File: src/sv/lsra_pkg.sv
// Shared types and constants for the linear scan register allocator.
package lsra_pkg;

  localparam int NumRegs  = 16;
  localparam int UsedRegs = (NumRegs < 16) ? NumRegs : 16;
  localparam int IdxW     = (UsedRegs > 1) ? $clog2(UsedRegs) : 1;
  localparam int CntW     = $clog2(UsedRegs + 1);
  localparam int PosW     = 16;
  localparam int VarW     = 16;
  localparam int MaskW    = 16;
  localparam int RegW     = 4;
  localparam int SlotW    = 16;
  localparam logic [SlotW-1:0] SlotMax = '1;

  typedef struct packed {
    logic            first;
    logic [VarW-1:0] var_id;
    logic [PosW-1:0] start_pos;
    logic [PosW-1:0] end_pos;
  } item_t;

  typedef struct packed {
    logic [PosW-1:0] end_pos;
    logic [VarW-1:0] var_id;
  } entry_t;

  typedef struct packed {
    logic [VarW-1:0] var_id;
    logic            got_reg;
    logic [IdxW-1:0] reg_idx;
    logic            spill_valid;
    logic [VarW-1:0] spilled_var;
  } decision_t;

endpackage

File: src/sv/lsra_entry_mem.sv
// Active table storage: end position and variable per register, registered read.
module lsra_entry_mem (
  input  logic                           clk_i,
  input  logic                           we_i,
  input  logic [lsra_pkg::IdxW-1:0]      waddr_i,
  input  lsra_pkg::entry_t               wdata_i,
  input  logic [lsra_pkg::IdxW-1:0]      raddr_i,
  output lsra_pkg::entry_t               rdata_o
);

  lsra_pkg::entry_t mem_q [lsra_pkg::UsedRegs];
  lsra_pkg::entry_t rdata_q;

  always_ff @(posedge clk_i) begin
    if (we_i) begin
      mem_q[waddr_i] <= wdata_i;
    end
    rdata_q <= mem_q[raddr_i];
  end

  assign rdata_o = rdata_q;

endmodule

File: src/sv/lsra_scan.sv
// Sequencer: walks the active table, retires expired entries and picks a register.
module lsra_scan (
  input  logic                          clk_i,
  input  logic                          rst_ni,
  input  logic                          start_i,
  input  lsra_pkg::item_t               item_i,
  input  logic [lsra_pkg::MaskW-1:0]    avail_mask_i,
  output logic                          idle_o,
  output logic                          res_valid_o,
  output lsra_pkg::decision_t           res_o,
  input  logic                          res_ack_i
);

  typedef enum logic [2:0] {
    StIdle,
    StScan,
    StDrain,
    StDecide,
    StHold
  } state_e;

  state_e                         state_q, state_d;
  lsra_pkg::item_t                item_q, item_d;
  logic [lsra_pkg::UsedRegs-1:0]  valid_q, valid_d;
  logic [lsra_pkg::CntW-1:0]      issue_q, issue_d;
  logic                           chk_vld_q, chk_vld_d;
  logic [lsra_pkg::IdxW-1:0]      chk_idx_q, chk_idx_d;
  logic                           cand_found_q, cand_found_d;
  logic [lsra_pkg::IdxW-1:0]      cand_idx_q, cand_idx_d;
  lsra_pkg::entry_t               cand_q, cand_d;
  lsra_pkg::decision_t            res_q, res_d;

  lsra_pkg::entry_t               rdata;
  lsra_pkg::entry_t               wdata;
  logic                           mem_we;
  logic [lsra_pkg::UsedRegs-1:0]  open_regs;
  logic                           free_found;
  logic [lsra_pkg::IdxW-1:0]      free_idx;

  lsra_entry_mem u_mem (
    .clk_i   (clk_i),
    .we_i    (mem_we),
    .waddr_i (res_q.reg_idx),
    .wdata_i (wdata),
    .raddr_i (issue_q[lsra_pkg::IdxW-1:0]),
    .rdata_o (rdata)
  );

  assign wdata.end_pos = item_q.end_pos;
  assign wdata.var_id  = item_q.var_id;
  assign mem_we        = (state_q == StHold) && res_ack_i && res_q.got_reg;

  assign open_regs = avail_mask_i[lsra_pkg::UsedRegs-1:0] & ~valid_q;

  always_comb begin
    free_found = 1'b0;
    free_idx   = '0;
    for (int r = lsra_pkg::UsedRegs - 1; r >= 0; r--) begin
      if (open_regs[r]) begin
        free_found = 1'b1;
        free_idx   = lsra_pkg::IdxW'(r);
      end
    end
  end

  always_comb begin
    state_d      = state_q;
    item_d       = item_q;
    valid_d      = valid_q;
    issue_d      = issue_q;
    chk_vld_d    = 1'b0;
    chk_idx_d    = chk_idx_q;
    cand_found_d = cand_found_q;
    cand_idx_d   = cand_idx_q;
    cand_d       = cand_q;
    res_d        = res_q;

    if (chk_vld_q && valid_q[chk_idx_q]) begin
      if (rdata.end_pos < item_q.start_pos) begin
        valid_d[chk_idx_q] = 1'b0;
      end else if (!cand_found_q || (rdata.end_pos > cand_q.end_pos)) begin
        cand_found_d = 1'b1;
        cand_idx_d   = chk_idx_q;
        cand_d       = rdata;
      end
    end

    unique case (state_q)
      StIdle: begin
        if (start_i) begin
          item_d       = item_i;
          issue_d      = '0;
          cand_found_d = 1'b0;
          if (item_i.first) begin
            valid_d = '0;
          end
          state_d = StScan;
        end
      end
      StScan: begin
        chk_vld_d = 1'b1;
        chk_idx_d = issue_q[lsra_pkg::IdxW-1:0];
        issue_d   = issue_q + lsra_pkg::CntW'(1);
        if (issue_q == lsra_pkg::CntW'(lsra_pkg::UsedRegs - 1)) begin
          state_d = StDrain;
        end
      end
      StDrain: begin
        state_d = StDecide;
      end
      StDecide: begin
        res_d.var_id = item_q.var_id;
        if (free_found) begin
          res_d.got_reg     = 1'b1;
          res_d.reg_idx     = free_idx;
          res_d.spill_valid = 1'b0;
          res_d.spilled_var = '0;
        end else if (cand_found_q && (cand_q.end_pos > item_q.end_pos)) begin
          res_d.got_reg     = 1'b1;
          res_d.reg_idx     = cand_idx_q;
          res_d.spill_valid = 1'b1;
          res_d.spilled_var = cand_q.var_id;
        end else begin
          res_d.got_reg     = 1'b0;
          res_d.reg_idx     = '0;
          res_d.spill_valid = 1'b1;
          res_d.spilled_var = item_q.var_id;
        end
        state_d = StHold;
      end
      StHold: begin
        if (res_ack_i) begin
          if (res_q.got_reg) begin
            valid_d[res_q.reg_idx] = 1'b1;
          end
          state_d = StIdle;
        end
      end
      default: state_d = StIdle;
    endcase
  end

  always_ff @(posedge clk_i or negedge rst_ni) begin
    if (!rst_ni) begin
      state_q   <= StIdle;
      valid_q   <= '0;
      chk_vld_q <= 1'b0;
    end else begin
      state_q   <= state_d;
      valid_q   <= valid_d;
      chk_vld_q <= chk_vld_d;
    end
  end

  always_ff @(posedge clk_i) begin
    item_q       <= item_d;
    issue_q      <= issue_d;
    chk_idx_q    <= chk_idx_d;
    cand_found_q <= cand_found_d;
    cand_idx_q   <= cand_idx_d;
    cand_q       <= cand_d;
    res_q        <= res_d;
  end

  assign idle_o      = (state_q == StIdle);
  assign res_valid_o = (state_q == StHold);
  assign res_o       = res_q;

endmodule

File: src/sv/linear_scan_register_allocator_core.sv
// Top level: stream ports, mask register, spill counter and result register.
//
// Each live interval is handled in a sequence of steps, since the
// active table sits in one memory with a single registered read port, and one
// comparator checks one entry per cycle for expiry and for the spill candidate.
// The steps are the accept, a read of every table entry, the return of the last
// read, the decision and the hand-off to the output register; the hand-off waits
// while the output register is full and m_axis_tready is low. A new
// interval is taken while the previous result still waits in the output
// register. The availability mask resets to all ones; write it only while no
// interval is in flight.
module linear_scan_register_allocator_core (
  input  logic        clk_i,
  input  logic        rst_ni,
  input  logic        cfg_valid_i,
  output logic        cfg_ready_o,
  input  logic [15:0] cfg_data_i,     // avail_mask
  input  logic        s_axis_tvalid,
  output logic        s_axis_tready,
  input  logic [47:0] s_axis_tdata,   // var_id, start_pos, end_pos
  input  logic        s_axis_tuser,   // first
  output logic        m_axis_tvalid,
  input  logic        m_axis_tready,
  output logic [55:0] m_axis_tdata    // var_id_out, got_reg, reg_index, spill_valid,
                                      // spilled_var, spill_slot, slot_saturated, pad
);

  logic [lsra_pkg::MaskW-1:0] mask_q;
  logic [lsra_pkg::SlotW-1:0] count_q;
  logic                       out_valid_q;
  logic [55:0]                out_q;

  lsra_pkg::item_t            item;
  lsra_pkg::decision_t        res;
  logic                       idle;
  logic                       res_valid;
  logic                       res_ack;
  logic                       in_xact;
  logic                       sat;

  assign item.first     = s_axis_tuser;
  assign item.var_id    = s_axis_tdata[15:0];
  assign item.start_pos = s_axis_tdata[31:16];
  assign item.end_pos   = s_axis_tdata[47:32];

  assign s_axis_tready = idle;
  assign in_xact       = s_axis_tvalid && idle;
  assign res_ack       = res_valid && (!out_valid_q || m_axis_tready);
  assign sat           = (count_q == lsra_pkg::SlotMax);
  assign cfg_ready_o   = 1'b1;

  lsra_scan u_scan (
    .clk_i        (clk_i),
    .rst_ni       (rst_ni),
    .start_i      (in_xact),
    .item_i       (item),
    .avail_mask_i (mask_q),
    .idle_o       (idle),
    .res_valid_o  (res_valid),
    .res_o        (res),
    .res_ack_i    (res_ack)
  );

  always_ff @(posedge clk_i or negedge rst_ni) begin
    if (!rst_ni) begin
      mask_q      <= '1;
      count_q     <= '0;
      out_valid_q <= 1'b0;
    end else begin
      if (cfg_valid_i) begin
        mask_q <= cfg_data_i;
      end
      if (in_xact && item.first) begin
        count_q <= '0;
      end else if (res_ack && res.spill_valid && !sat) begin
        count_q <= count_q + lsra_pkg::SlotW'(1);
      end
      if (res_ack) begin
        out_valid_q <= 1'b1;
      end else if (m_axis_tready) begin
        out_valid_q <= 1'b0;
      end
    end
  end

  always_ff @(posedge clk_i) begin
    if (res_ack) begin
      out_q[15:0]  <= res.var_id;
      out_q[16]    <= res.got_reg;
      out_q[20:17] <= res.got_reg ? lsra_pkg::RegW'(res.reg_idx) : '0;
      out_q[21]    <= res.spill_valid;
      out_q[37:22] <= res.spill_valid ? res.spilled_var : '0;
      out_q[53:38] <= res.spill_valid ? count_q : '0;
      out_q[54]    <= res.spill_valid && sat;
      out_q[55]    <= 1'b0;
    end
  end

  assign m_axis_tvalid = out_valid_q;
  assign m_axis_tdata  = out_q;

endmodule

File: config.mk
export PLATFORM = sky130hd
export DESIGN_NAME = linear_scan_register_allocator_core
export DESIGN_NICKNAME = d
export VERILOG_FILES = /design/src/sv/lsra_pkg.sv /design/src/sv/lsra_entry_mem.sv /design/src/sv/lsra_scan.sv /design/src/sv/linear_scan_register_allocator_core.sv
export SDC_FILE = /design/constraint.sdc
export NUM_CORES = 1
export LEC_CHECK = 0
export BUFFER_PORTS_ARGS = -buffer_cell sky130_fd_sc_hd__buf_2
export CORE_AREA = 8 8 244 246
export CTS_CLUSTER_SIZE = 14
export DETAILED_ROUTE_END_ITERATION = 10
export DIE_AREA = 0 0 252 254
export GPL_TIMING_DRIVEN = 0
export PLACE_DENSITY = 0.79
export SYNTH_ARGS = -nofsm -noshare
export SYNTH_HDL_FRONTEND = slang
export SYNTH_SLANG_ARGS = --single-unit
File: constraint.sdc
create_clock -name clk_i -period 6 [get_ports clk_i]
set_input_delay 0.9 -clock clk_i [delete_from_list [all_inputs] [get_ports clk_i]]
set_output_delay 0.9 -clock clk_i [all_outputs]
set_load 0.02 [all_outputs]
# Yosys cells after proc, flatten, opt, wreduce, memory -nomap -nowiden
# Memory sizes are Yosys's and may differ from the RTL's. A register that Yosys moved wholly into a read port is not among the register bits.
# Index checks and enable logic that the tools add are counted.
[totals] input_bits=70 ram_bits=512 n_memories=1 reg_bits=240 wordCells=138 out_inout_bits=59
[mem_list] name="u_scan.u_mem.mem_q" words=16 word_bits=32 rd=1 rd_clocked_by_memory_dff=1 wr=1 line_no="lsra_entry_mem.sv:11" text="lsra_pkg::entry_t mem_q [lsra_pkg::UsedRegs];"
[classes] bitwise=6 add_sub_neg=2 n_eq_ne=9 magnitude_cmp=7 reduce_logical=25 n_mux=65
[ops] operator="16-bit 2-to-1 mux" n=8
[ops] operator="4-bit 2-to-1 mux" n=16
[ops] operator="16-bit AND" n=2
[ops] operator="16-bit > comparator" n=2
[ops] operator="16-bit NOT" n=2
[ops] operator="16-bit case mux with 2 select lines" n=1
[ops] operator="1-bit 2-to-1 mux" n=29
[ops] operator="22-bit 2-to-1 mux" n=1
[ops] operator="21-bit 2-to-1 mux" n=1
[ops] operator="16-bit by 1-bit adder with 16-bit output, second input constant" n=1
[ops] operator="16-bit equality test, second input constant" n=1
[ops] operator="16-bit < comparator" n=1
[ops] operator="16-bit bitwise OR" n=1
[ops] operator="3-bit case mux with 5 select lines" n=1
[ops] operator="1-bit logical AND" n=12
[ops] operator="4-bit by 5-bit < comparator with 1-bit output, second input constant" n=2
[ops] operator="5-bit case mux with 2 select lines" n=1
[ops] operator="3-bit 2-to-1 mux" n=3
[ops] operator="1-bit demux with 4-bit select" n=2
[ops] operator="4-bit by 1-bit >= comparator with 1-bit output, second input constant" n=2
[ops] operator="3-bit by 2-bit equality test with 1-bit output, second input constant" n=2
[ops] operator="2-bit by 1-bit inequality test with 1-bit output, second input constant" n=3
[ops] operator="3-bit AND reduction" n=2
[ops] operator="2-bit nonzero test" n=3
[ops] operator="other kinds (11)" n=15

# Longest topological paths before layout
[logic_depth] ltp_word=19 mapped_depth=9

# By module
# From an unflattened synthesis, not the netlist that was laid out.
[hier_totals] cells_unflattened=1641 hier_area_um2=30514.3
[by_module_without_submodules] module="lsra_entry_mem" cells_each=838 instances=1 area_each_um2=19835.3
[by_module_without_submodules] module="lsra_scan" cells_each=553 instances=1 area_each_um2=7091.8
[by_module_without_submodules] module="linear_scan_register_allocator_core" cells_each=250 instances=1 area_each_um2=3587.2

# Worst setup path before layout
# No wires, ideal clock.
[synth_path] kind="reg2reg" startpoint="register u_scan.cand_q[27] (netlist name)" endpoint="register u_scan.cand_idx_q[0] (netlist name), enable pin" path_stages_with_launch=8 path_slack_ns=1.407 n_path_buf=0 period_less_slack_ns=4.593 arrival_time_ns=4.104 cell_sequence="edfxtp_1 > inv_1 > ha_1 > nand2_1 > nor4_1 > a211oi_1 > a21o_1 > a221oi_1"
[synth_via] elab_chain_len=3
[synth_lines] element="start, declared" line_no="lsra_scan.sv:30" text="lsra_pkg::entry_t cand_q, cand_d;"
[synth_lines] element="start signal, assigned" line_no="lsra_scan.sv:161" text="cand_q <= cand_d;"
[synth_lines] element="16-bit > comparator" line_no="lsra_scan.sv:81" text="end else if (!cand_found_q || (rdata.end_pos > cand_q.end_pos)) begin"
[synth_lines] element="1-bit logical OR" line_no="lsra_scan.sv:81"
[synth_lines] element="3-bit AND reduction (no source line)"
[synth_lines] element="end signal, assigned" line_no="lsra_scan.sv:160" text="cand_idx_q <= cand_idx_d;"
[synth_lines] element="end, declared" line_no="lsra_scan.sv:29" text="logic [lsra_pkg::IdxW-1:0] cand_idx_q, cand_idx_d;"
# Every way passes these cells.
# A chain may end at the register's enable or synchronous reset.

# Worst setup path in the final report
[layout_path] startpoint="register u_scan.state_q[1]" endpoint="memory u_scan.u_mem.mem_q[13][25] (netlist name), enable pin"
[layout_via] elab_chain_len=6
[layout_lines] element="start, declared" line_no="lsra_scan.sv:22" text="state_e state_q, state_d;"
[layout_lines] element="start signal, assigned" line_no="lsra_scan.sv:145" text="state_q <= StIdle;"
[layout_lines] element="start signal, assigned" line_no="lsra_scan.sv:149" text="state_q <= state_d;"
[layout_lines] element="3-bit equality test" line_no="lsra_scan.sv:166" text="assign res_valid_o = (state_q == StHold);"
[layout_lines] element="1-bit logical AND" line_no="linear_scan_register_allocator_core.sv:48" text="assign res_ack = res_valid && (!out_valid_q || m_axis_tready);"
[layout_lines] element="via res_ack" line_no="linear_scan_register_allocator_core.sv:37" text="logic res_ack;"
[layout_lines] element="1-bit logical AND (2 in a row)" line_no="lsra_scan.sv:51" text="assign mem_we = (state_q == StHold) && res_ack_i && res_q.got_reg;"
[layout_lines] element="1-bit 2-to-1 mux" line_no="lsra_entry_mem.sv:15" text="if (we_i) begin"
[layout_lines] element="1-bit 2-to-1 mux (implied by the code)" line_no="lsra_entry_mem.sv:16" text="mem_q[waddr_i] <= wdata_i;"
[layout_lines] element="end, declared" line_no="lsra_entry_mem.sv:11"
# The timed path passes the listed nets, and every way through them passes these cells.

==> summary.txt <==
Status -> completed
CTS sink count -> 784
Post-layout util -> 62.7%
Syn Inst Count -> 1,557
Reg clk slew, reported paths -> 0.06 ns
Leakage -> 0.0120 uW
CTS Hold Bufs -> 0
CTS Buf Count -> 77
Layout area overhead -> 15.2%
Post-CTS Setup Inserts -> 0
Clk root buf -> clkbuf_16
Total wire length -> 72,600 um
Critical path cell sequence -> or3b_1, nand2b_4, inv_2, nand2_1, nor2_1, nand3_1, clkinv_2
CP Class -> reg -> reg
Rel. slew slack -> 13.9%
Asr flop ratio synth -> 6.76%
Max IR drop VDD -> 0.217 mV
Leading register cell type out of synthesis -> edfxtp_1
Avg Vias per Cell -> 6.26
Final worst-path cycle share -> 64.5%
Initial antenna violation count -> 1
Via count -> 16,300
Starting DRT DRC Count -> 2,012
RR Endpoint -> u_scan.u_mem.mem_q[13][25]
Die width -> 252 um
Rows -> 87
Clock latency on the worst-skew pair -> 0.61 ns
CTS Buffer Depth -> 3
Cell area after synthesis -> 30,300 um^2
Clock Skew -> 0.0257 ns
Post-DRT Antenna Nets -> 0
Worst Hold Class -> reg -> reg
Worst Slack Setup Final -> 2.13 ns
Slew Limit Fails -> 0
Fillers -> 3,714
Initial core utilization -> 54.4%
Share of post-route cells with drive strength above 1 -> 27.2%
TritonCTS clock tree -> done
Mean Syn Cell Area -> 19.5 um^2
Sequential fraction of the synthesis area -> 75.7%
Pin count of the biggest net entering global routing -> 60
Vias in the first global route -> 16,700
Buffers on Ports -> 125
Pwr Density -> 422 nW/um^2
Drt first pass iters -> 8
Die area -> 64,000 um^2
Reg-to-Reg Start -> u_scan.state_q[1]
Final Hold Vio Count -> 0
Placer congestion estimate -> 0.893
CP Data Arrival Time -> 4.09 ns
First-pass GRT wire length -> 106,000 um
Critical Path Start Type -> flop
R2R depth -> 7
Fmax -> 258 MHz
Post-synth net total -> 1,677
H-tree levels -> 3
Final nets -> 1,903
Post-DP HPWL -> 43,600 um
CORE AREA -> 55,700 um^2
Congestion Overflow GR -> 0
Register area -> 23,000 um^2
Worst EP required -> 6.22 ns
CP max FO -> 59
# diodes -> 0
Warnings, synthesis -> 0
Final setup vio count -> 0
WL per Instance -> 27.9 um
Synth area leaders -> edfxtp_1 69%, mux4_2 12%, dfrtp_1 3.1%
CTS resizes -> 0
Fin crit period -> 3.87 ns
Max stage delay on crit path -> 0.91 ns
Largest area contributor in the netlist -> edfxtp_1
Number of synthesized flops with an enable pin -> 698
Pre-CTS setup slack -> 1.99 ns
Worst path slowest cell -> inv_2
Synth top area share -> 69.1%
Crit end category -> flop
Yosys reg bits -> 784
Area of the multi-input gates -> 6890 um^2
Cell variety after synth -> 67
Worst reg-to-reg setup slack -> 2.13 ns
Power Total -> 14,800 uW
DRC -> 0
Crit path launch -> u_scan.state_q[1]
Io pins -> 129
Worst setup path endpoint -> u_scan.u_mem.mem_q[13][25]
Worst-margin pin slew -> 1.29 ns
GR Util All Layers -> 22.6%
Unrepaired setup endpoints after global routing -> false
Die Y -> 254 um
Max Cap Viol -> 0
==> synthesized netlist by cell type (33+ instances only) <==
library cell / number
dfrtp_1: 37
ha_1: 50
nor2_1: 40
clkbuf_1: 34
nand3_1: 35
mux4_2: 161
inv_1: 69
a21oi_1: 37
and2_1: 41
edfxtp_1: 698
dfxtp_1: 33
nand2_1: 53
==> final cells by class <==
cell class | count | share of cell area (%)
Sequential cell | 784 | 65.7
Buffer | 61 | 0.745
Timing Repair Buffer | 147 | 3.22
Clock inverter | 25 | 0.759
Multi-Input combinational cell | 640 | 19.7
Clock buffer | 114 | 6.35
Tap cell | 756 | 2.71
Inverter | 72 | 0.781
==> worst min path at each step <==
stage / from / endpoint / slack, ns / cells after the start
2_1_floorplan: u_scan.u_mem.rdata_o[0] / u_scan.cand_q[0] / 0.39 / 0
3_3_place_gp: u_scan.u_mem.rdata_o[4] / u_scan.cand_q[4] / 0.39 / 0
3_5_place_dp: u_scan.u_mem.rdata_o[12] / u_scan.cand_q[12] / 0.39 / 0
4_1_cts: u_scan.u_mem.rdata_o[12] / u_scan.cand_q[12] / 0.40 / 0
5_1_grt: u_scan.u_mem.rdata_o[2] / u_scan.cand_q[2] / 0.41 / 0
6_report: u_scan.u_mem.rdata_o[12] / u_scan.cand_q[12] / 0.40 / 0
==> state kept, by name (all words and copies together), names as in the netlist, 3 cells and up <==
signal and cells:
u_scan.item_q 48, u_scan.cand_q 32, u_scan.valid_q 16, u_scan.u_mem.mem_q 512
u_scan.cand_idx_q 4, u_scan.state_q 3, count_q 16, u_scan.chk_idx_q 4
u_scan.u_mem.rdata_o 32, mask_q 16, u_scan.res_o 38, u_scan.issue_q 5
m_axis_tdata 55
==> kinds of logic (layout without fill, tap and decap cells) <==
| family | Yosys count | after routing | share of synthesized area, % |
|---|---|---|---|
| DFF | 784 | 784 | 75.7 |
| and+or+nand+nor | 263 | 263 | 4.61 |
| muxes | 186 | 186 | 12.9 |
| buffers and inverters | 133 | 419 | 1.75 |
| AOI/OAI and AO/OA | 126 | 126 | 2.59 |
| adders and majority gates | 50 | 50 | 2.06 |
| xor gates and xnor gates | 13 | 13 | 0.375 |
| other | 2 | 2 | 0.0248 |
==> routing by layer <==
metal  vias up  wire (um)  GRT usage [%]
li1       6651          -              -
met5         -         40              0
met4         2       2340           8.00
met3       153       7040           4.28
met2      1092      36600           38.8
met1      8360      26600           28.7
==> layout by cell type, fill, tap and decap left out, types with 9 or more instances in the layout <==
master,count
a31oi_1,9
clkbuf_8,9
mux4_2,161
inv_2,9
a21oi_1,37
buf_2,144
nor3_1,17
inv_1,61
nand4_1,9
buf_12,11
edfxtp_1,698
nand2_1,53
clkinv_2,9
nand2b_1,10
nor2_1,38
clkbuf_1,59
nor2b_1,22
mux2_2,20
o21ai_1,12
nand3_1,35
ha_1,50
dfrtp_1,37
and2_1,41
dfxtp_1,33
dfstp_2,16
clkbuf_16,80
buf_16,9
o21ai_0,30
==> worst max-delay path, delay by kind of cell, from the launching register on <==
family                 cells  cell delay, ns
buffers and inverters      2            1.60
AND/OR/NAND/NOR            5            1.40
flip-flops                 1            0.46
==> through the flow <==
step / area, um^2 / TNS (ns) / hold WS, ns / cells
2_1_floorplan: 30300 / 0 / 0.386 / 1557
5_1_grt: 34900 / 0 / 0.410 / 2599
3_5_place_dp: 32500 / 0 / 0.389 / 2460
6_report: 34900 / 0 / 0.404 / 2599
4_1_cts: 34900 / 0 / 0.403 / 2599
3_3_place_gp: 31900 / -72.18 / 0.388 / 2438
==> report_power, final <==
group | internal [uW] | switching (uW)
clock network | 2750 | 1990
registers | 6450 | 361
logic | 1470 | 1740
total | 10700 | 4100
No activity file was read; power rests on OpenSTA's default activity.
